$ cat src/idiv_pkg.sv
package idiv_pkg;

    localparam int DATA_WIDTH = 64;
    localparam int FIELD_W    = 64;
    localparam int REQ_W      = 2;

    typedef logic [REQ_W-1:0]      t_req;
    typedef logic [FIELD_W-1:0]    t_field;
    typedef logic [DATA_WIDTH-1:0] t_word;

    localparam t_req REQ_SQUO = 2'd0;
    localparam t_req REQ_SREM = 2'd1;
    localparam t_req REQ_UQUO = 2'd2;
    localparam t_req REQ_UREM = 2'd3;

    typedef struct packed {
        logic is_rem;
        logic neg;
        logic dzero;
    } t_ctl;

    // one division stage: partial remainder, dividend bits shifting out
    // while quotient bits shift in, divisor magnitude
    typedef struct packed {
        t_ctl  ctl;
        t_word rem;
        t_word quo;
        t_word dvs;
    } t_stage;

endpackage

$ cat src/idiv_post.sv
module idiv_post (
    input  logic              i_clk,
    input  logic              i_rst_n,
    input  logic              i_en,
    input  logic              i_vld,
    input  idiv_pkg::t_stage  i_stage,
    output logic              o_vld,
    output idiv_pkg::t_field  o_result
);
    import idiv_pkg::*;

    t_word  w_val;
    t_word  w_fix;
    t_field r_result;
    logic   r_vld;

    // zero divisor: quotient bits come out all ones, remainder forced to zero
    assign w_val = i_stage.ctl.is_rem ? (i_stage.ctl.dzero ? '0 : i_stage.rem)
                                      : i_stage.quo;
    assign w_fix = i_stage.ctl.neg ? t_word'(~w_val + 1'b1) : w_val;

    always_ff @(posedge i_clk) begin
        if (!i_rst_n) begin
            r_vld <= 1'b0;
        end else if (i_en) begin
            r_vld <= i_vld;
        end
    end

    always_ff @(posedge i_clk) begin
        if (i_en) begin
            r_result <= t_field'(w_fix);
        end
    end

    assign o_vld    = r_vld;
    assign o_result = r_result;

endmodule

$ cat config.mk
export PLATFORM = sky130hd
export DESIGN_NAME = idiv_post
export DESIGN_NICKNAME = d
export VERILOG_FILES = /design/src/idiv_pkg.sv /design/src/idiv_post.sv
export SDC_FILE = /design/constraint.sdc
export NUM_CORES = 1
export LEC_CHECK = 0
export BUFFER_PORTS_ARGS = -buffer_cell sky130_fd_sc_hd__buf_4
export CAP_MARGIN = 20
export CORE_MARGIN = 4
export CORE_UTILIZATION = 40
export CTS_CLUSTER_DIAMETER = 100
export DETAILED_ROUTE_END_ITERATION = 8
export PLACE_DENSITY = 0.74
export SLEW_MARGIN = 30
export SYNTH_ARGS = -nofsm -noshare
export SYNTH_HDL_FRONTEND = slang
export SYNTH_SLANG_ARGS = --single-unit
$ cat constraint.sdc
create_clock -name i_clk -period 6.4 [get_ports i_clk]
set_input_delay 1.28 -clock i_clk [delete_from_list [all_inputs] [get_ports i_clk]]
set_output_delay 1.28 -clock i_clk [all_outputs]
set_load 0.01 [all_outputs]
# Word level (Yosys, flattened, before mapping)
# Cells that the tools add are included.
[totals]
register_bits = 65
in_bits = 199
out_inout_bits = 65
elab_cells = 7
[classes]
addsub = 1
mux = 3
bitwise = 1
[op_table]
columns = ["cell", "n"]
rows = [
  ["2-to-1 mux 64 bit", 3],
  ["adder 64 x 1 -> 64 bit (second input constant)", 1],
  ["NOT 64 bit", 1],
]

# Logic depth before layout (Yosys ltp)
[logic_depth]
depth_word = 5
depth_mapped = 15
depth_no_buf = 8

# Worst setup path after synthesis
# OpenSTA, ideal clock, no wires.
[synth_timing]
path_kind = "input-to-reg"
start = "in i_stage[194] (netlist bit)"
end = "reg r_result[58] (netlist: o_result[58]) (data pin)"
setup_ps = 279
arrival_time_ps = 4597
t_required_ps = 6121
slack_ps = 1524
path_stages = 15
path_buffers = 7
cell_sequence = "nor2b_1 clkbuf_1 buf_1 buf_2 buf_2 buf_1 buf_1 a22oi_1 ha_1 o2111ai_2 or4b_4 or4_1 buf_6 nor4_1 a311oi_1"
[synth_via]
elab_chain_cells = 4
[synth_rtl]
columns = ["element", "line", "text"]
rows = [
  ["start: declaration", "idiv_post.sv:6", "input idiv_pkg::t_stage i_stage,"],
  ["2-to-1 mux 64 bit (*)", "idiv_post.sv:18", "assign w_val = i_stage.ctl.is_rem ? (i_stage.ctl.dzero ? '0 : i_stage.rem)"],
  ["NOT 64 bit", "idiv_post.sv:20", "assign w_fix = i_stage.ctl.neg ? t_word'(~w_val + 1'b1) : w_val;"],
  ["adder 64 x 1 -> 64 bit", "idiv_post.sv:20", ""],
  ["2-to-1 mux 64 bit (*)", "idiv_post.sv:20", ""],
  ["via w_fix[58]", "idiv_post.sv:13", "t_word w_fix;"],
  ["end signal: assignment", "idiv_post.sv:32", "r_result <= t_field'(w_fix);"],
  ["end: declaration", "idiv_post.sv:14", "t_field r_result;"],
]
# The timed path passes the listed nets; every way through them passes the cells marked *.
# A chain may end at the register's enable or synchronous reset.

# Worst setup path in the final report
# Same ends and word-level chain as after synthesis.

==> results_dict.tcl <==
set metrics [dict create \
    outcome "finished clean" \
    global_route.overflow_total 0 \
    drc 0 \
    clk_latency_ps 320 \
    gp_congestion 0.8746 \
    die_h_um 115.0 \
    routedWlPerCell_um 19.17 \
    cts-root-buf "clkbuf_16" \
    worstSetupPathType "input pin to flop" \
    cts_max_level 3 \
    final_common_cell "buf_4" \
    grt_pass1_wl_um 24030 \
    drt-met1-wl_um 6035 \
    path_cells "buf_4 > inv_2 > a22oi_1 > ha_1 > o2111ai_2 > or4b_4 > or4_1 > nor4_1 > a311oi_1" \
    async_reset_ff_share_pct 0 \
    finClkSkew_ps 0 \
    post-cts-setup-buffers 0 \
    clkTransAtPathRegs_ps 50 \
    ys_types 57 \
    grt_pass1_vias 4771 \
    synth_seq_cells 65 \
    hold_slack_ps 521.7 \
    yosysTopAreaCellShare_pct 41.99 \
    p_leak_nw 2.586 \
    pwr_density_cell_mw_per_mm2 215.6 \
    ys_seq_area_share_pct 42.43 \
    endpoint_kind "flop" \
    peakVddDrop_v 0.0001147 \
    setup_tns_ps 0 \
    cp_max_fo 32 \
    io_buffers 199 \
    antenna_cells 0 \
    fin_nets 870 \
    area_growth_pct 40.60 \
    p_seq_share_pct 39.4 \
    fill_cells 973 \
    drtAntennaViolNets 0 \
    combPwrFrac_pct 26.8 \
    sw_frac_of_total_pct 27.49 \
    finalMaxSlewViolations 0 \
    clkSinkCount 65 \
    grt_max_degree 66 \
    mostFrequentLayoutCells "buf_4 (203), edfxtp_1 (64), nor2_1 (62)" \
    row_count 38 \
    cts_resized 0 \
    start_util_pct 41.49 \
    fin_crit_ps 4432 \
    pwr-share-clk_pct 33.7 \
    antenna_found_initial 0 \
    vias_per_cell 5.912 \
    fin_crit_sh_pct 69.25 \
    hold_viol_final 0 \
    max_stage_delay_ps 780 \
    wl_met3_um 1594 \
    synth_cells 484 \
    cts_tree "yes" \
    crit_required_ps 6430 \
    p_int_mw 1.006 \
    relSlewSlack_pct 43.86 \
    syn_nets 684 \
    synthesis.area_mm2 0.004577 \
    max_freq_ghz 0.2256 \
    drt-pass1-iter-count 5 \
    drive_gt1_share_pct 34.52 \
    maxCapViolations 0 \
    setup_viol 0 \
    yosysTopAreaCell "edfxtp_1" \
    die_w_um 115.0 \
    grtUsageTotal_pct 23.21 \
    num_io_pins 264 \
    fp.dieArea_mm2 0.01322 \
    top_layer_used "met4" \
    synth_edf_count 64 \
    avgSynthCellArea_um2 9.456 \
    core_mm2 0.01103 \
    tightest_slew_ps 842.1 \
    cts_buffer_depth 2 \
    met2_length_um 7597 \
    p_switching_uw 381.3 \
    cp_slowest_cell "or4_1" \
    wirelength_um 15620 \
    vias 4818 \
    drt-initial-drc-count 419 \
    startpoint_type "input pin" \
    cts_buffers 9 \
    cts_hold_buffers 0 \
    rsz0062_at_grt "false" \
    min_path_type "flop to flop" \
    synthFlopType "edfxtp_1" \
    yosys-top-cells-area "edfxtp_1 (42%), a22oi_1 (9.2%), xor2_1 (8.6%)" \
    yosys_warnings 0 \
    cp.arrival_ps 4460 \
    dp_hpwl_um 11730 \
]
layer usage:
layer	global-route usage, %	up-vias
met3	5.053	41
li1	-	2220
met2	38.89	293
met1	28.71	2264
met4	10.33	0
met5	0	-
layout make-up:
class,count,area (um^2),share of cell area (%)
Clock buffer,16,281.5,4.375
Sequential cell,65,1942,30.18
Timing Repair Buffer,203,1524,23.68
Multi-Input combinational cell,384,2486,38.63
Tap cell,140,175.2,2.722
Inverter,7,26.28,0.4083
state kept, by name (all words and copies together), names as in the netlist:
signal,flops
o_result,64
o_vld,1
cell usage after synthesis (all sizes together), types with 2 or more instances:
cell type / n
inv: 7
or2: 6
nand3: 14
or4b: 3
nor2: 62
a21oi: 10
nand4: 4
nor2b: 2
or3: 6
clkbuf: 13
mux2i: 2
a31oi: 3
o22a: 2
nand2b: 6
or4: 3
a22oi: 56
buf: 15
o21bai: 8
o31ai: 8
nor4: 7
xor2: 45
nor4bb: 2
o21ai: 34
nand3b: 3
a21o: 3
xnor2: 15
o22ai: 20
edfxtp: 64
nand2: 25
nor3: 12
nor3b: 3
or3b: 2
a22o: 8
path summary, 6_finish.rpt:
kind,cells after the start,end,start,slack (ps)
max,9,o_result[58]$_DFFE_PP_,i_stage[194],1970
min,2,o_vld$_SDFFE_PN0P_,o_vld$_SDFFE_PN0P_,520
max reg2reg,2,o_vld$_SDFFE_PN0P_,o_vld$_SDFFE_PN0P_,5810
min reg2reg,2,o_vld$_SDFFE_PN0P_,o_vld$_SDFFE_PN0P_,520
power by group through the flow:
stage | clock network [mW] | registers (mW) | logic [mW]
floorplan | 0 | 0.580 | 0.148
CTS | 0.474 | 0.548 | 0.372
global route | 0.496 | 0.552 | 0.403
finish | 0.468 | 0.547 | 0.372
detailed placement | 0 | 0.555 | 0.370
global placement | 0 | 0.554 | 0.365
critical path: cells and delay by family:
family | cells | cell delay [ps]
AO/OA/AOI/OAI | 3 | 660
buffers and inverters | 2 | 520
adder cells (fa/ha/maj) | 1 | 280
AND/OR/NAND/NOR | 3 | 1690
logic make-up after synthesis:
logic type / synth area share [%]
AOI/OAI and AO/OA: 24.03
xor gates and xnor gates: 11.48
adders and majority gates: 0.2733
buffers and inverters: 3.417
DFF: 42.43
muxes: 0.4374
and+or+nand+nor: 17.93
stage by stage:
step / util [%] / cell area [um^2] / total power [mW] / instances / worst slack, ps
after floorplan: - / 4577 / 0.7279 / 484 / 1524
after global placement: 55.78 / 6153 / 0.9189 / 799 / 1716
after detailed placement: 55.78 / 6153 / 0.9258 / 799 / 1670
after CTS: 58.34 / 6435 / 1.394 / 815 / 2023
after global routing: 58.34 / 6435 / 1.451 / 815 / 1743
final: 58.34 / 6435 / 1.387 / 815 / 1968
Power figures use the tool's default switching activity.
