===== src/idiv_pkg.sv =====
package idiv_pkg;

    localparam int DATA_WIDTH = 64;
    localparam int FIELD_W    = 64;
    localparam int REQ_W      = 2;

    typedef logic [REQ_W-1:0]      t_req;
    typedef logic [FIELD_W-1:0]    t_field;
    typedef logic [DATA_WIDTH-1:0] t_word;

    localparam t_req REQ_SQUO = 2'd0;
    localparam t_req REQ_SREM = 2'd1;
    localparam t_req REQ_UQUO = 2'd2;
    localparam t_req REQ_UREM = 2'd3;

    typedef struct packed {
        logic is_rem;
        logic neg;
        logic dzero;
    } t_ctl;

    // one division stage: partial remainder, dividend bits shifting out
    // while quotient bits shift in, divisor magnitude
    typedef struct packed {
        t_ctl  ctl;
        t_word rem;
        t_word quo;
        t_word dvs;
    } t_stage;

endpackage


===== src/idiv_step.sv =====
module idiv_step (
    input  logic              i_clk,
    input  logic              i_rst_n,
    input  logic              i_en,
    input  logic              i_vld,
    input  idiv_pkg::t_stage  i_stage,
    output logic              o_vld,
    output idiv_pkg::t_stage  o_stage
);
    import idiv_pkg::*;

    logic [DATA_WIDTH+1:0] w_diff;
    logic                  w_sub_ok;
    t_stage                n_stage;
    t_stage                r_stage;
    logic                  r_vld;

    // shifted partial remainder is one bit wider than the divisor
    assign w_diff = {1'b0, i_stage.rem, i_stage.quo[DATA_WIDTH-1]}
                  - {2'b00, i_stage.dvs};
    assign w_sub_ok = ~w_diff[DATA_WIDTH+1];

    always_comb begin
        n_stage     = i_stage;
        n_stage.rem = w_sub_ok ? w_diff[DATA_WIDTH-1:0]
                               : {i_stage.rem[DATA_WIDTH-2:0], i_stage.quo[DATA_WIDTH-1]};
        n_stage.quo = {i_stage.quo[DATA_WIDTH-2:0], w_sub_ok};
    end

    always_ff @(posedge i_clk) begin
        if (!i_rst_n) begin
            r_vld <= 1'b0;
        end else if (i_en) begin
            r_vld <= i_vld;
        end
    end

    always_ff @(posedge i_clk) begin
        if (i_en) begin
            r_stage <= n_stage;
        end
    end

    assign o_vld   = r_vld;
    assign o_stage = r_stage;

endmodule


===== config.mk =====
export PLATFORM = sky130hd
export DESIGN_NAME = idiv_step
export DESIGN_NICKNAME = d
export VERILOG_FILES = /design/src/idiv_pkg.sv /design/src/idiv_step.sv
export SDC_FILE = /design/constraint.sdc
export NUM_CORES = 1
export LEC_CHECK = 0
export ABC_AREA = 1
export BUFFER_PORTS_ARGS = -buffer_cell sky130_fd_sc_hd__buf_2
export CAP_MARGIN = 20
export CORE_AREA = 3 3 161 163
export CTS_CLUSTER_SIZE = 40
export DETAILED_ROUTE_END_ITERATION = 10
export DIE_AREA = 0 0 164 166
export HOLD_SLACK_MARGIN = 0.12
export PLACE_DENSITY = 0.88
export SETUP_SLACK_MARGIN = 0.05
export SKIP_CTS_REPAIR_TIMING = 1
export SYNTH_ARGS = -nofsm -noshare
export SYNTH_HDL_FRONTEND = slang
export SYNTH_SLANG_ARGS = --single-unit

===== constraint.sdc =====
create_clock -name i_clk -period 3.4 [get_ports i_clk]
set_clock_uncertainty 0.15 [all_clocks]
set_input_delay 0.68 -clock i_clk [delete_from_list [all_inputs] [get_ports i_clk]]
set_output_delay 0.68 -clock i_clk [all_outputs]
set_load 0.05 [all_outputs]

* Word-level counts from Yosys, hierarchy flattened
Cells that the tools add are included.
** Storage, ports and cells
- Register bits after elaboration :: 196
- Input bits :: 199
- Output and inout bits :: 196
- Logic and storage cells :: 10
** Operators by class
- Add/sub/neg operators :: 1
- Multiplexer cells :: 1
- Bitwise logic cells :: 1
** Operators by type and width (count)
- $sub 65x64->66 :: 1
- $mux 64 :: 1
- $not 1->1 :: 1

* Longest topological paths before layout
Gate-level depths: netlist of run 1.
- Word-level depth :: 2
- Gate-level depth with buffers :: 19
- Depth with buffers taken out :: 17

* Least setup slack after synthesis of run 1
No wires, ideal clock.
- Path type :: input to register
- From :: input i_stage[56] (netlist name)
- To :: register r_stage (netlist bit o_stage[183]), data pin
- Setup time :: 0.253 ns
- Arrival :: 2.249 ns
- Data required time :: 2.997 ns
- Slack :: 0.748 ns
- Stages :: 14
- Path buffers :: 2
- Cells stage by stage :: inv_1 > ha_1 > nand2_1 > inv_2 > a21oi_1 > inv_1 > o21ai_1 > nand3_1 > nor2_4 > nand2_4 > buf_8 > buf_12 > nand3_2 > nand2_1
** RTL lines
- from (decl) :: RTL line idiv_step.sv:6 : input idiv_pkg::t_stage i_stage,
- to (signal assigned) :: RTL line idiv_step.sv:40 : r_stage <= n_stage;
- to (decl) :: RTL line idiv_step.sv:15 : t_stage r_stage;

==> results of run 1 <==
==> registers in the layout, indices dropped and copies added (netlist names) <==
signal   count
o_stage    195
o_vld        1
==> critical path: stages <==
cell,delay [ns]
buf_2,0.09
inv_1,0.04
ha_1,0.35
nand2_1,0.09
nand2_1,0.10
inv_1,0.07
nand2_1,0.11
inv_2,0.07
nand3_2,0.17
nand2_1,0.12
nand2_2,0.10
nand2_1,0.15
nand2_2,0.13
nand2_4,0.11
buf_12,0.29
nand3_1,0.26
nand2_1,0.13
==> report_power, final <==
part | internal, mW | switching (mW) | total [mW]
clock network | 1.10 | 1.17 | 2.27
logic | 0.674 | 2.04 | 2.71
registers | 2.96 | 0.0779 | 3.04
total | 4.73 | 3.29 | 8.01
==> area by class of cell <==
| class | count | area [um2] | area share [%] |
|---|---|---|---|
| Sequential cell | 196 | 5880 | 36.3 |
| Multi-Input combinational cell | 1154 | 5580 | 34.5 |
| Timing Repair Buffer | 416 | 2230 | 13.8 |
| Inverter | 385 | 1450 | 8.93 |
| Clock buffer | 17 | 425 | 2.63 |
| Tap cell | 324 | 405 | 2.50 |
| Clock inverter | 15 | 220 | 1.36 |
| Antenna cell | 1 | 2.50 | 0.0155 |
==> cell families (layout without fill, tap and decap cells) <==
kind of cell,after synthesis,count (layout),synth area share [%]
other,0,1,0
xor gates and xnor gates,31,31,2.08
and+or+nand+nor,1005,1005,32.3
DFF,196,196,45.1
adders and majority gates,65,65,6.30
buffers and inverters,405,833,12.1
AOI/OAI and AO/OA,53,53,2.11
==> Yosys cell counts, types with 7 or more instances <==
cell,count
nor2_1,107
buf_2,8
a21oi_1,44
nor2_2,9
xor2_1,30
nand3_2,11
inv_2,9
nand3_1,136
clkbuf_1,7
nor3_1,9
ha_1,64
edfxtp_1,195
nand3b_1,8
nand4_1,15
nand2_1,689
inv_1,375
==> path summary, 6_finish.rpt <==
check / start / end / slack (ns) / cells past startpoint
worst max-delay path: i_stage[8] / o_stage[160] / 0.44 / 17
worst min register to register: o_vld / o_vld / 0.40 / 2
worst max register to register: o_vld / o_vld / 2.61 / 2
worst min-delay path: i_stage[70] / o_stage[71] / 0.24 / 1
==> metal layers <==
layer	global-route usage, %	routed length (um)	part of all wire [%]	vias up
met2	58.3	22600	46	738
met5	0	0	0	-
met3	7.11	4490	9.2	125
met4	13.1	1900	3.9	0
li1	-	-	-	6269
met1	46.5	19900	41	5917
==> through the flow <==
stage                     util, %  std cells  setup WS (ns)
after detailed placement     63.5       2475         0.0939
final                        66.2       2508          0.443
after CTS                    66.2       2507          0.552
after floorplan                 -       1755          0.748
after global placement       63.5       2475          0.116
after global routing         66.2       2508          0.305
==> impl_metrics.csv, run 1 <==
group,metric,value,unit
run_status,status,"finished clean",
yosys,ys_types,36,
grt,grtUsageTotal,35.5,%
sta,slew_headroom,72.7,%
yosys,ys_ff_latch,196,
sta,hold_viol,0,
yosys,synth_area_leaders,"edfxtp_1 45%, nand2_1 20%, inv_1 11%",
routing,wl_per_cell,19.5,um
grt,grt_max_degree,64,
routing,drtIter0Drc,1275,
finish,fillCellCount,2095,
routing,drc,0,
sta,max_freq,0.338,GHz
sta,setup_tns,0,ns
place,place_area,15500,um2
critical_path,crit_fanout,63,
floorplanning,core_area,24500,um2
job,cap_viol_max_count,0,
grt,antenna_found_initial,1,
routing,vias_per_cell,5.20,
sta,slew_viol_final,0,
floorplanning,die_area,27200,um2
clock_network,tritoncts,"yes",
sta,worstMarginPinSlew,0.409,ns
finish,nNetsFinal,2434,
power_and_ir_drop,ir_drop,0.000284,V
finish,final_cell_mix,"689 x nand2_1, 393 x buf_2, 375 x inv_1",
floorplanning,die_w,164,um
finish,layout-drive-gt1-share,22.4,%
sta,fin_crit_sh,87.0,%
clock_network,numCtsBuffers,17,
clock_network,cts_sinks,196,
sta,rsz0062_at_grt,"false",
floorplanning,die_h,166,um
sta,whs,0.239,ns
critical_path,required,3.57,ns
power_and_ir_drop,power.total,8.01,mW
floorplanning,start_util,53.3,%
yosys,ys_async_sr_fraction,0,%
yosys,syn_avg_cell_area,7.43,um2
clock_network,root_buffer,"clkbuf_16",
yosys,ys.flop_type,"edfxtp_1",
yosys,synth_top_area_share,44.9,%
critical_path,critical_path_arrival,3.13,ns
critical_path,start_kind,"input pin",
floorplanning,rows,57,
yosys,synth_seq_area_share,45.1,%
yosys,synthCells,1755,
place,numPortBuffers,394,
clock_network,clk_latency,0.44,ns
routing,wl,48.8,mm
routing,vias,13000,
clock_network,clockBufferDepth,2,
finish,mostFrequentLayoutCell,"nand2_1",
power_and_ir_drop,powerDensity,495,nW/um2
min_path,min_path_type,"input pin to register",
yosys,synth-edff-count,195,
critical_path,crit_type,"input pin to register",
place,dp.final_hpwl,39.5,mm
finish,final_area,16200,um2
grt,grt_pass1_wl,73.4,mm
clock_network,cts.clk_slew.worst_paths,0.09,ns
power_and_ir_drop,leakagePower,8.99,nW
place,gp_congestion,0.976,
critical_path,end_kind,"register",
finish,area_growth,24.2,%
grt,overflow,0,
sta,period_minus_slack,2.96,ns
sta,setup_viol,0,
yosys,synth_top_area_cell,"edfxtp_1",
clock_network,htree_num_levels,4,
yosys,syn-num-nets,2019,
yosys,synth_warnings,0,
grt,grt_pass1_vias,13000,
routing,antenna_left,0,
yosys,syn_area,13000,um2
routing,firstDrtPassIters,5,
floorplanning,ios,395,
No activity file was read; power rests on OpenSTA's default activity.
==> run 2, diff against run 1 <==
--- a/config.mk
+++ b/config.mk
@@ -13,7 +13,7 @@
 export DETAILED_ROUTE_END_ITERATION = 10
 export DIE_AREA = 0 0 164 166
 export HOLD_SLACK_MARGIN = 0.12
-export PLACE_DENSITY = 0.88
+export PLACE_DENSITY_LB_ADDON = 0.25
 export SETUP_SLACK_MARGIN = 0.05
 export SKIP_CTS_REPAIR_TIMING = 1
 export SYNTH_ARGS = -nofsm -noshare
==> impl_metrics.csv, run 2 (synthesis gave the netlist of run 1 again) <==
group,metric,value,unit
run_status,status,"finished clean",
finish,largest_reg_flops,195,
finish,fillCellCount,2097,
routing,firstDrtPassIters,9,
job,cap_viol_max_count,0,
critical_path,crit_chain,"buf_2 -> inv_1 -> ha_1 -> nand2_1 -> nor2_1 -> nand2_1 -> inv_1 -> nand2_1 -> nand2_1 -> nand2_1 -> nand2_1 -> nand2_1 -> nand2_1 -> nand2_1 -> nand3_1 -> nand2_1",
clock_network,numCtsBuffers,17,
floorplanning,start_util,53.3,%
floorplanning,die_w,164,um
min_path,min_path_type,"input pin to register",
grt,grt_pass1_wl,69.8,mm
clock_network,clk_latency,0.43,ns
sta,setup_viol,0,
critical_path,cp_top_family,"simple AND/OR/NAND/NOR gates",
power_and_ir_drop,leakagePower,8.97,nW
grt,grt_pass1_vias,12600,
place,dp.final_hpwl,38.5,mm
critical_path,crit_fanout,4,
place,numPortBuffers,394,
sta,setup_tns,0,ns
clock_network,root_buffer,"clkbuf_16",
critical_path,start_kind,"input pin",
power_and_ir_drop,powerDensity,483,nW/um2
clock_network,tritoncts,"yes",
critical_path,required,3.45,ns
sta,rsz0062_at_grt,"false",
critical_path,crit_buf_inv,3,
clock_network,cts_sinks,196,
routing,drtIter0Drc,1211,
routing,antenna_left,0,
finish,area_growth,23.8,%
clock_network,clockBufferDepth,2,
floorplanning,ios,395,
finish,final_cell_mix,"689 x nand2_1, 393 x buf_2, 375 x inv_1",
critical_path,critPathSlowestCell,"nor2_1",
sta,fin_crit_sh,83.1,%
grt,grtUsageTotal,33.5,%
routing,wl_per_cell,18.5,um
place,gp_congestion,1.02,
floorplanning,core_area,24500,um2
floorplanning,rows,57,
grt,grt_max_degree,65,
power_and_ir_drop,power.total,7.80,mW
critical_path,path_common_cell,"nand2_1",
finish,nNetsFinal,2436,
critical_path,critical_path_arrival,2.87,ns
routing,vias_per_cell,5.14,
clock_network,htree_num_levels,4,
finish,layout-drive-gt1-share,22.5,%
floorplanning,die_h,166,um
routing,wl,46.5,mm
finish,mostFrequentLayoutCell,"nand2_1",
power_and_ir_drop,ir_drop,0.000289,V
sta,period_minus_slack,2.83,ns
grt,overflow,0,
critical_path,cpPeakStageDelay,0.36,ns
sta,slew_viol_final,0,
sta,hold_viol,0,
sta,worstMarginPinSlew,0.556,ns
critical_path,crit_type,"input pin to register",
sta,max_freq,0.354,GHz
clock_network,cts.clk_slew.worst_paths,0.09,ns
routing,vias,12900,
routing,drc,0,
finish,utilization,66.0,%
critical_path,end_kind,"register",
grt,antenna_found_initial,1,
floorplanning,die_area,27200,um2
sta,slew_headroom,62.9,%
## run 2: cell types whose count changed in the layout (fill, tap and decap cells not counted), sizes merged
cell / previous run / this run
clkinv: 7 / 8
clkinvlp: 0 / 1
buf: 415 / 417
bufinv: 1 / 0
inv: 392 / 391
## run 2: routing by layer
| layer | track usage, % | share of wire [%] | up-vias |
|---|---|---|---|
| li1 | - | - | 6283 |
| met1 | 43.6 | 40 | 5897 |
| met2 | 56.5 | 47 | 643 |
| met3 | 5.56 | 8.9 | 90 |
| met4 | 11.7 | 3.4 | 0 |
| met5 | 0 | 0 | - |
## run 2: through the flow
| step | hold slack [ns] | area, um2 | setup slack, ns | std cells |
|---|---|---|---|---|
| finish | 0.251 | 16100 | 0.574 | 2510 |
| global route | 0.244 | 16100 | 0.444 | 2510 |
| CTS | 0.252 | 16100 | 0.673 | 2509 |
| detailed placement | 0.416 | 15500 | 0.213 | 2477 |
| global placement | 0.386 | 15500 | 0.252 | 2477 |
| floorplan | 0.603 | 13000 | 0.748 | 1755 |
## run 2: worst reg2reg max path, stage by stage, from the launching register on
cell and delay [ns]:
dfxtp_1 0.33, o21ai_0 0.17, a21oi_1 0.08
## run 2: final timing paths
| check | start | to | slack [ns] | cells after the start |
|---|---|---|---|---|
| setup reg to reg | o_vld | o_vld | 2.55 | 2 |
| setup / recovery | i_stage[11] | o_stage[189] | 0.57 | 16 |
| hold / removal | i_stage[110] | o_stage[111] | 0.25 | 1 |
| hold reg to reg | o_vld | o_vld | 0.44 | 2 |
## run 2: layout make-up
| cell class | count | area, um2 | area share, % |
|---|---|---|---|
| Multi-Input combinational cell | 1154 | 5580 | 34.6 |
| Sequential cell | 196 | 5880 | 36.4 |
| Clock inverter | 15 | 183 | 1.13 |
| Clock buffer | 17 | 425 | 2.64 |
| Tap cell | 324 | 405 | 2.51 |
| Timing Repair Buffer | 418 | 2220 | 13.8 |
| Inverter | 385 | 1450 | 8.95 |
| Antenna cell | 1 | 2.50 | 0.0155 |
## run 2: report_power, final
| group | switching [mW] | total (mW) | leakage [nW] | internal [mW] |
|---|---|---|---|---|
| logic | 1.99 | 2.66 | 6.76 | 0.669 |
| registers | 0.0673 | 3.03 | 1.92 | 2.96 |
| clock network | 1.11 | 2.12 | 0.290 | 1.01 |
