$ cat config.mk
export PLATFORM = sky130hd
export DESIGN_NAME = idiv_skid
export DESIGN_NICKNAME = d
export VERILOG_FILES = /design/src/idiv_pkg.sv /design/src/idiv_skid.sv
export SDC_FILE = /design/constraint.sdc
export NUM_CORES = 1
export LEC_CHECK = 0
export BUFFER_PORTS_ARGS = -buffer_cell sky130_fd_sc_hd__buf_2
export CAP_MARGIN = 20
export CORE_MARGIN = 2
export CORE_UTILIZATION = 50
export DETAILED_ROUTE_END_ITERATION = 10
export GPL_TIMING_DRIVEN = 1
export PLACE_DENSITY = 0.95
export SLEW_MARGIN = 20
export SYNTH_ARGS = -nofsm -noshare
export SYNTH_HDL_FRONTEND = slang
export SYNTH_SLANG_ARGS = --single-unit
$ cat constraint.sdc
create_clock -name i_clk -period 7.4 [get_ports i_clk]
set_input_delay 1.11 -clock i_clk [delete_from_list [all_inputs] [get_ports i_clk]]
set_output_delay 1.11 -clock i_clk [all_outputs]
set_load 0.005 [all_outputs]
$ cat src/idiv_pkg.sv
package idiv_pkg;

    localparam int DATA_WIDTH = 64;
    localparam int FIELD_W    = 64;
    localparam int REQ_W      = 2;

    typedef logic [REQ_W-1:0]      t_req;
    typedef logic [FIELD_W-1:0]    t_field;
    typedef logic [DATA_WIDTH-1:0] t_word;

    localparam t_req REQ_SQUO = 2'd0;
    localparam t_req REQ_SREM = 2'd1;
    localparam t_req REQ_UQUO = 2'd2;
    localparam t_req REQ_UREM = 2'd3;

    typedef struct packed {
        logic is_rem;
        logic neg;
        logic dzero;
    } t_ctl;

    // one division stage: partial remainder, dividend bits shifting out
    // while quotient bits shift in, divisor magnitude
    typedef struct packed {
        t_ctl  ctl;
        t_word rem;
        t_word quo;
        t_word dvs;
    } t_stage;

endpackage

$ cat src/idiv_skid.sv
module idiv_skid (
    input  logic              i_clk,
    input  logic              i_rst_n,
    input  logic              i_vld,
    input  idiv_pkg::t_field  i_result,
    input  logic              i_stall,
    output logic              o_en,
    output logic              o_valid,
    output idiv_pkg::t_field  o_result
);
    import idiv_pkg::*;

    logic   r_skid_v;
    t_field r_skid;

    // the pipeline keeps moving until the skid register holds a result
    assign o_en     = ~r_skid_v;
    assign o_valid  = r_skid_v | i_vld;
    assign o_result = r_skid_v ? r_skid : i_result;

    always_ff @(posedge i_clk) begin
        if (!i_rst_n) begin
            r_skid_v <= 1'b0;
        end else if (r_skid_v) begin
            if (!i_stall) begin
                r_skid_v <= 1'b0;
            end
        end else if (i_vld && i_stall) begin
            r_skid_v <= 1'b1;
        end
    end

    always_ff @(posedge i_clk) begin
        if (!r_skid_v && i_vld && i_stall) begin
            r_skid <= i_result;
        end
    end

endmodule

# Word level (Yosys, flattened, before mapping)
# Index checks and enable logic that the tools add are counted.
# Widths: inputs -> output; s select.
# word_totals
elab_cells,12
output_inout_bits,66
inputBits,68
reg_bits,65
# op_classes
n_reduce_logical,4
mux,4
bitwise,2
# op_table
op,n
$mux 64,1
$logic_and 1x1->1,3
$mux 1,3
$logic_not 1->1,1
$not 1->1,1
$or 1x1->1,1

# Logic depth before layout (Yosys ltp)
# Gate-level depths: netlist (run 1).
# logic_depth
ltp_word,3
ltp_mapped,4

# Worst setup path before layout (run 1)
# OpenSTA, ideal clock, no wires.
# synth_path
path_type,input-to-reg
from,input port i_stall
to,"register r_skid[0], enable pin"
setup_slack_ns,4.295
setup_ns,0.429
stages,1
arrival_time_ns,2.676
t_required_ns,6.971
n_path_buf,0
cell_sequence,and3b_1
# synth_between
elab_chain_len,1
# synth_lines
element,line_no,rtl
from (decl),idiv_skid.sv:6,"input logic i_stall,"
$logic_and 1x1->1,idiv_skid.sv:34,if (!r_skid_v && i_vld && i_stall) begin
to (signal assigned),idiv_skid.sv:35,r_skid <= i_result;
to (decl),idiv_skid.sv:14,t_field r_skid;
# Every way passes these cells.
# A chain may end at the register's enable or synchronous reset.

# Worst setup path after layout (run 1)
# layout_path
from,register r_skid_v
to,output port o_result[29]
# layout_between
elab_chain_len,1
# layout_lines
element,line_no,rtl
from (decl),idiv_skid.sv:13,logic r_skid_v;
from (signal assigned),idiv_skid.sv:23,r_skid_v <= 1'b0;
from (signal assigned),idiv_skid.sv:26,r_skid_v <= 1'b0;
from (signal assigned),idiv_skid.sv:29,r_skid_v <= 1'b1;
$mux 64,idiv_skid.sv:19,assign o_result = r_skid_v ? r_skid : i_result;
to (decl),idiv_skid.sv:9,output idiv_pkg::t_field o_result
# Every way passes these cells.

==> flow_results.xml, run 1 <==
<?xml version="1.0" encoding="UTF-8"?>
<metrics>
  <group name="power">
    <metric name="sw_frac_of_total" unit="">0.221</metric>
    <metric name="power.share.combinational" unit="">0.127</metric>
    <metric name="pwr-share-seq" unit="">0.563</metric>
    <metric name="fraction_of_power_consumed_by_the_clock_network" unit="">0.310</metric>
    <metric name="p_per_area" unit="nW/µm²">208</metric>
    <metric name="vdd_ir_drop_max" unit="mV">0.105</metric>
    <metric name="int_power" unit="µW">596</metric>
    <metric name="leakage" unit="nW">1.53</metric>
    <metric name="switchingPower" unit="µW">169</metric>
  </group>
  <group name="clocking">
    <metric name="clk-insertion-delay-late" unit="ns">0.31</metric>
    <metric name="tritoncts_buffer_count" unit="">9</metric>
    <metric name="htree_num_levels" unit="">3</metric>
    <metric name="clock_sinks" unit="">65</metric>
    <metric name="post_cts.repair.setup_buffers" unit="">0</metric>
    <metric name="cts-resized-gates" unit="">0</metric>
    <metric name="path_clk_slew" unit="ns">0.07</metric>
    <metric name="hold_buffers" unit="">0</metric>
    <metric name="tritoncts" unit="">yes</metric>
    <metric name="clock_buffer_depth" unit="">2</metric>
    <metric name="cts_root_buffer" unit="">clkbuf_8</metric>
  </group>
  <group name="timing">
    <metric name="setup_viol_count_final" unit="">0</metric>
    <metric name="final-hold-violation-count" unit="">0</metric>
    <metric name="timing.fmax" unit="MHz">294</metric>
    <metric name="timing.final.ws_setup" unit="ns">3.99</metric>
    <metric name="final_min_period_over_clock_period" unit="">0.460</metric>
    <metric name="rsz_0062_raised_after_global_routing" unit="">no</metric>
    <metric name="max-slew-margin-rel" unit="">0.452</metric>
    <metric name="finalWorstPathRequiredPeriod" unit="ns">3.41</metric>
    <metric name="finClkSkew" unit="ns">0.00446</metric>
    <metric name="setup-tns-final" unit="ns">0</metric>
    <metric name="slew_violations" unit="">0</metric>
    <metric name="worst_slew_pin_slew" unit="ns">0.822</metric>
  </group>
  <group name="worst_setup_path">
    <metric name="worst-endpoint-arrival" unit="ns">2.30</metric>
    <metric name="critPathLaunchType" unit="">flip-flop</metric>
    <metric name="crit_fanout" unit="">37</metric>
    <metric name="critical_path.cell_chain" unit="">buf_4, mux2_2, buf_2</metric>
    <metric name="beginning_of_the_critical_path" unit="">r_skid_v</metric>
    <metric name="ff_to_ff_start" unit="">r_skid_v</metric>
    <metric name="worst-endpoint-required" unit="ns">6.29</metric>
    <metric name="criticalPathCategory" unit="">flip-flop to primary output</metric>
    <metric name="endpoint_kind" unit="">primary output</metric>
    <metric name="worst_r2r_path_depth" unit="">2</metric>
    <metric name="slowest_library_cell_on_the_worst_path" unit="">dfxtp_2</metric>
    <metric name="slowest_delay" unit="ns">0.86</metric>
  </group>
  <group name="logic_synthesis">
    <metric name="post_synth.cell_area_avg" unit="µm²">20.0</metric>
    <metric name="synthXorXnorAreaFrac" unit="">0</metric>
    <metric name="synth_compound_area_frac" unit="">0.00355</metric>
    <metric name="yosysSeqAreaShare" unit="">0.689</metric>
    <metric name="synth_top_area_cells" unit="">edfxtp_1, mux2_2, mux2_4</metric>
    <metric name="synth_register_bits" unit="">65</metric>
    <metric name="synth_cell_types" unit="">10</metric>
    <metric name="yosys.area_share.simple" unit="">0.00533</metric>
    <metric name="post_syn_instances" unit="">141</metric>
    <metric name="synthesis.nets" unit="">209</metric>
    <metric name="synth.cell_area" unit="µm²">2820</metric>
    <metric name="fraction_of_post_synthesis_cell_area_in_the_top_cell_type_by_area" unit="">0.682</metric>
    <metric name="muxShareOfSynthArea" unit="">0.277</metric>
    <metric name="largest_family_of_logic_cells_by_synthesized_area" unit="">multiplexers</metric>
    <metric name="ys.warnings.count" unit="">0</metric>
    <metric name="yosysTopAreaCell" unit="">edfxtp_1</metric>
    <metric name="synth_fa_ha_area_frac" unit="">0</metric>
  </group>
  <group name="finish">
    <metric name="drive_gt1_frac" unit="">0.750</metric>
    <metric name="finish.net_count" unit="">347</metric>
    <metric name="final_cell_mix" unit="">buf_2, edfxtp_1, mux2_2</metric>
    <metric name="final_common_cell" unit="">buf_2</metric>
    <metric name="area_delta_synth_final" unit="%">30.6</metric>
    <metric name="n_antenna_cell" unit="">0</metric>
    <metric name="nFillCells" unit="">415</metric>
  </group>
  <group name="placement">
    <metric name="dp_slack" unit="ns">4.33</metric>
    <metric name="place.gp.congestion" unit="">0.733</metric>
    <metric name="dp.final_hpwl" unit="mm">4.09</metric>
    <metric name="place.port_buffers" unit="">133</metric>
  </group>
  <group name="floorplanning">
    <metric name="floorplan.initialDensity" unit="">0.515</metric>
    <metric name="die_area" unit="µm²">6250</metric>
    <metric name="vertical_die_dimension" unit="µm">79.1</metric>
    <metric name="row_count" unit="">27</metric>
    <metric name="core_area" unit="µm²">5470</metric>
    <metric name="boundaryPins" unit="">134</metric>
    <metric name="floorplan.die.width" unit="µm">79.1</metric>
  </group>
  <group name="hold_path">
    <metric name="holdPathStages" unit="">1</metric>
    <metric name="min-delay-start" unit="">r_skid_v</metric>
    <metric name="hold_path.class" unit="">flip-flop to flip-flop</metric>
  </group>
  <group name="drt">
    <metric name="route.final.wire_length" unit="mm">5.56</metric>
    <metric name="via_count" unit="">1782</metric>
    <metric name="routed_wire_length_per_instance" unit="µm">15.6</metric>
    <metric name="via_per_inst" unit="">5.01</metric>
    <metric name="detailedRoute.firstPassIterationCount" unit="">4</metric>
    <metric name="initialDrtViolationCount" unit="">41</metric>
    <metric name="remaining_drc_errors" unit="">0</metric>
    <metric name="detail-route-antenna-nets" unit="">0</metric>
  </group>
  <group name="outcome">
    <metric name="run_status" unit="">finished clean</metric>
  </group>
  <group name="grt">
    <metric name="grt_pass1_vias" unit="">1794</metric>
    <metric name="globalRouteTotalUtil" unit="">0.179</metric>
    <metric name="grt_overflow_total" unit="">0</metric>
    <metric name="maximum_number_of_pins_on_one_net_before_global_route_repair" unit="">38</metric>
    <metric name="grt_pass1_wl" unit="mm">8.49</metric>
    <metric name="antenna_found_initial" unit="">0</metric>
  </group>
  <group name="job">
    <metric name="timing.max_cap.violations" unit="">0</metric>
  </group>
</metrics>
==> Yosys cell counts, drive strengths merged <==
cell	instances
or2	1
inv	1
edfxtp	64
o211a	1
dfxtp	1
buf	8
mux2	64
and3b	1
==> state kept, by name (all words and copies together) (netlist names) <==
name      flops
r_skid_v      1
r_skid       64
==> power groups by stage <==
stage	clock, mW	sequential, mW	combinational (mW)
after detailed placement	0	0.438	0.0982
after CTS	0.248	0.431	0.0985
after global routing	0.261	0.432	0.105
after global placement	0	0.437	0.0942
final	0.238	0.430	0.0971
after floorplan	0	0.434	0.0508
==> layer usage <==
| layer | global-route usage | up-vias | share of wire |
|---|---|---|---|
| met4 | 0.103 | 0 | 0.019 |
| met3 | 0.0341 | 10 | 0.063 |
| met1 | 0.227 | 854 | 0.42 |
| met2 | 0.288 | 88 | 0.50 |
| li1 | - | 830 | - |
| met5 | 0 | - | 0 |
==> worst paths after layout <==
check                      end  slack, ns
setup / recovery  o_result[29]       3.99
hold / removal        r_skid_v       0.92
setup reg to reg    r_skid[42]       5.16
hold reg to reg       r_skid_v       0.92
==> layout make-up <==
class                   count  area, µm²  area share
flip-flops and latches     65       1940       0.528
clock buffers              10        128      0.0347
well taps                  72       90.1      0.0245
repair buffers            135        681       0.185
clock inverters             6       25.0     0.00681
multi-input cells          67        807       0.219
inverters                   1       3.75     0.00102
==> through the flow <==
stage | cell area (µm²) | util | hold slack [ns] | total power [mW] | instances
final | 3680 | 0.672 | 0.922 | 0.765 | 356
after global routing | 3680 | 0.672 | 0.958 | 0.798 | 356
after detailed placement | 3520 | 0.644 | 0.924 | 0.537 | 340
after CTS | 3680 | 0.672 | 0.938 | 0.777 | 356
after floorplan | 2820 | - | 0.851 | 0.485 | 141
after global placement | 3520 | 0.644 | 0.903 | 0.531 | 340
==> logic make-up (layout without fill, tap and decap cells) <==
kind of cell           count (synthesis)  after routing
buffers and inverters                  9            152
AOI/OAI and AO/OA                      1              1
muxes                                 64             64
and+or+nand+nor                        2              2
DFF                                   65             65
==> critical path: cells and delay by family (launching register included) <==
family,cells,cell delay [ns]
flops,1,0.86
mux,1,0.40
buf+inv,2,0.68
Power figures use the tool's default switching activity.
==> inputs of run 2 (changes only) <==
--- a/config.mk
+++ b/config.mk
@@ -8,10 +8,10 @@
 export BUFFER_PORTS_ARGS = -buffer_cell sky130_fd_sc_hd__buf_2
 export CAP_MARGIN = 20
 export CORE_MARGIN = 2
-export CORE_UTILIZATION = 50
+export CORE_UTILIZATION = 46
 export DETAILED_ROUTE_END_ITERATION = 10
 export GPL_TIMING_DRIVEN = 1
-export PLACE_DENSITY = 0.95
+export PLACE_DENSITY = 0.89
 export SLEW_MARGIN = 20
 export SYNTH_ARGS = -nofsm -noshare
 export SYNTH_HDL_FRONTEND = slang
==> constraint.sdc (replaced) <==
create_clock -name i_clk -period 3.3 [get_ports i_clk]
set_input_delay 0.495 -clock i_clk [delete_from_list [all_inputs] [get_ports i_clk]]
set_output_delay 0.495 -clock i_clk [all_outputs]
set_load 0.005 [all_outputs]
==> flow_results.xml, run 2 (same netlist as run 1, synthesis figures left out) <==
<?xml version="1.0" encoding="UTF-8"?>
<metrics>
  <group name="grt">
    <metric name="grt_pass1_wl" unit="mm">7.92</metric>
    <metric name="antenna_found_initial" unit="">0</metric>
    <metric name="globalRouteTotalUtil" unit="">0.166</metric>
    <metric name="grt_overflow_total" unit="">0</metric>
    <metric name="maximum_number_of_pins_on_one_net_before_global_route_repair" unit="">65</metric>
    <metric name="grt_pass1_vias" unit="">1608</metric>
  </group>
  <group name="finish">
    <metric name="largest_register_ffs" unit="">64</metric>
    <metric name="stdcell_area" unit="µm²">3750</metric>
    <metric name="finish.net_count" unit="">347</metric>
    <metric name="largest_registers" unit="">r_skid x64, r_skid_v x1</metric>
    <metric name="regMostFlops" unit="">r_skid</metric>
    <metric name="area_delta_synth_final" unit="%">33.2</metric>
    <metric name="final_common_cell" unit="">buf_2</metric>
    <metric name="finalNonFillerCells" unit="">359</metric>
    <metric name="n_antenna_cell" unit="">0</metric>
    <metric name="drive_gt1_frac" unit="">0.761</metric>
    <metric name="final_cell_mix" unit="">buf_2, edfxtp_1, mux2_2</metric>
  </group>
  <group name="clocking">
    <metric name="path_clk_slew" unit="ns">0.07</metric>
    <metric name="hold_buffers" unit="">0</metric>
    <metric name="clock_buffer_depth" unit="">2</metric>
    <metric name="post_cts.repair.setup_buffers" unit="">0</metric>
    <metric name="cts-resized-gates" unit="">0</metric>
    <metric name="tritoncts" unit="">yes</metric>
    <metric name="clk-insertion-delay-late" unit="ns">0.33</metric>
    <metric name="tritoncts_buffer_count" unit="">9</metric>
    <metric name="clock_sinks" unit="">65</metric>
    <metric name="htree_num_levels" unit="">3</metric>
    <metric name="cts_root_buffer" unit="">clkbuf_8</metric>
  </group>
  <group name="floorplanning">
    <metric name="boundaryPins" unit="">134</metric>
    <metric name="die_area" unit="µm²">6760</metric>
    <metric name="floorplan.initialDensity" unit="">0.476</metric>
    <metric name="floorplan.die.width" unit="µm">82.2</metric>
    <metric name="row_count" unit="">28</metric>
    <metric name="vertical_die_dimension" unit="µm">82.2</metric>
    <metric name="core_area" unit="µm²">5920</metric>
  </group>
  <group name="timing">
    <metric name="max-slew-margin-rel" unit="">0.437</metric>
    <metric name="final_min_period_over_clock_period" unit="">0.762</metric>
    <metric name="setup-tns-final" unit="ns">0</metric>
    <metric name="rsz_0062_raised_after_global_routing" unit="">no</metric>
    <metric name="timing.fmax" unit="MHz">398</metric>
    <metric name="worst_slew_pin_slew" unit="ns">0.844</metric>
    <metric name="setup_viol_count_final" unit="">0</metric>
    <metric name="slew_violations" unit="">0</metric>
    <metric name="finClkSkew" unit="ns">0.00849</metric>
    <metric name="timing.final.ws_setup" unit="ns">0.786</metric>
    <metric name="finalWorstPathRequiredPeriod" unit="ns">2.51</metric>
    <metric name="final-hold-violation-count" unit="">0</metric>
  </group>
  <group name="drt">
    <metric name="initialDrtViolationCount" unit="">99</metric>
    <metric name="via_per_inst" unit="">4.91</metric>
    <metric name="routed_wire_length_per_instance" unit="µm">15.8</metric>
    <metric name="via_count" unit="">1761</metric>
    <metric name="route.final.wire_length" unit="mm">5.66</metric>
    <metric name="detailedRoute.firstPassIterationCount" unit="">4</metric>
    <metric name="detail-route-antenna-nets" unit="">0</metric>
    <metric name="remaining_drc_errors" unit="">0</metric>
  </group>
  <group name="hold_path">
    <metric name="holdPathStages" unit="">1</metric>
    <metric name="hold_path.class" unit="">primary input to flip-flop</metric>
  </group>
  <group name="worst_setup_path">
    <metric name="criticalPathCategory" unit="">flip-flop to primary output</metric>
    <metric name="slowest_library_cell_on_the_worst_path" unit="">dfxtp_2</metric>
    <metric name="endpoint_kind" unit="">primary output</metric>
    <metric name="slowest_delay" unit="ns">0.87</metric>
    <metric name="crit_fanout" unit="">36</metric>
    <metric name="worst-endpoint-arrival" unit="ns">2.02</metric>
    <metric name="critPathLaunchType" unit="">flip-flop</metric>
    <metric name="worst_r2r_path_depth" unit="">2</metric>
    <metric name="worst-endpoint-required" unit="ns">2.80</metric>
    <metric name="critical_path.cell_chain" unit="">buf_12, mux2_2, buf_2</metric>
  </group>
  <group name="power">
    <metric name="vdd_ir_drop_max" unit="mV">0.305</metric>
    <metric name="p_per_area" unit="nW/µm²">505</metric>
    <metric name="leakage" unit="nW">1.56</metric>
    <metric name="total_design_power" unit="mW">1.90</metric>
  </group>
  <group name="placement">
    <metric name="place.port_buffers" unit="">133</metric>
    <metric name="dp.final_hpwl" unit="mm">4.00</metric>
    <metric name="dp_slack" unit="ns">1.10</metric>
    <metric name="dpl-instance-area" unit="µm²">3540</metric>
    <metric name="dp.cells" unit="">343</metric>
    <metric name="place.gp.congestion" unit="">0.702</metric>
  </group>
  <group name="job">
    <metric name="timing.max_cap.violations" unit="">0</metric>
  </group>
  <group name="outcome">
    <metric name="run_status" unit="">finished clean</metric>
  </group>
</metrics>
==> run 2: cell types whose count changed in the layout (fill, tap and decap cells not counted), sizes merged <==
cell    previous run  this run
bufinv             0         2
clkinv             6         4
==> run 2: per-stage QoR <==
stage / util / hold slack, ns
after CTS: 0.634 / 0.323
after floorplan: - / 0.594
final: 0.634 / 0.351
after detailed placement: 0.598 / 0.687
after global placement: 0.598 / 0.684
after global routing: 0.634 / 0.325
==> run 2: power breakdown <==
part	leakage (nW)	switching (mW)	internal, mW	total [mW]
logic	0.848	0.0883	0.130	0.218
clock network	0.108	0.291	0.422	0.712
registers	0.606	0.0162	0.949	0.965
total	1.56	0.395	1.50	1.90
==> run 2: final cells by class <==
| class | instances | area (µm²) |
|---|---|---|
| multi-input combinational | 67 | 807 |
| sequential | 65 | 1940 |
| clock buffer | 10 | 128 |
| tap | 75 | 93.8 |
| timing repair buffer | 135 | 693 |
| clock inverter | 6 | 82.6 |
| fill | 451 | 2170 |
| inverter | 1 | 3.75 |
==> run 2: path summary, 6_finish.rpt <==
kind                                endpoint  slack [ns]          from
worst max-delay path            o_result[11]        0.79      r_skid_v
worst min-delay path              r_skid[15]        0.35  i_result[15]
worst max register to register    r_skid[59]        1.35      r_skid_v
worst min register to register      r_skid_v        1.16      r_skid_v
==> run 2: per-layer routing <==
| layer | track usage | wire length (µm) | vias to the layer above |
|---|---|---|---|
| li1 | - | - | 835 |
| met1 | 0.196 | 2290 | 844 |
| met2 | 0.272 | 2950 | 74 |
| met3 | 0.0446 | 339 | 8 |
| met4 | 0.0950 | 93 | 0 |
| met5 | 0 | 0 | - |
==> run 2: critical path, delay by kind of cell (launching register included) <==
family   cells  cell delay (ns)
flops        1             0.87
buf+inv      2             0.44
mux          1             0.36
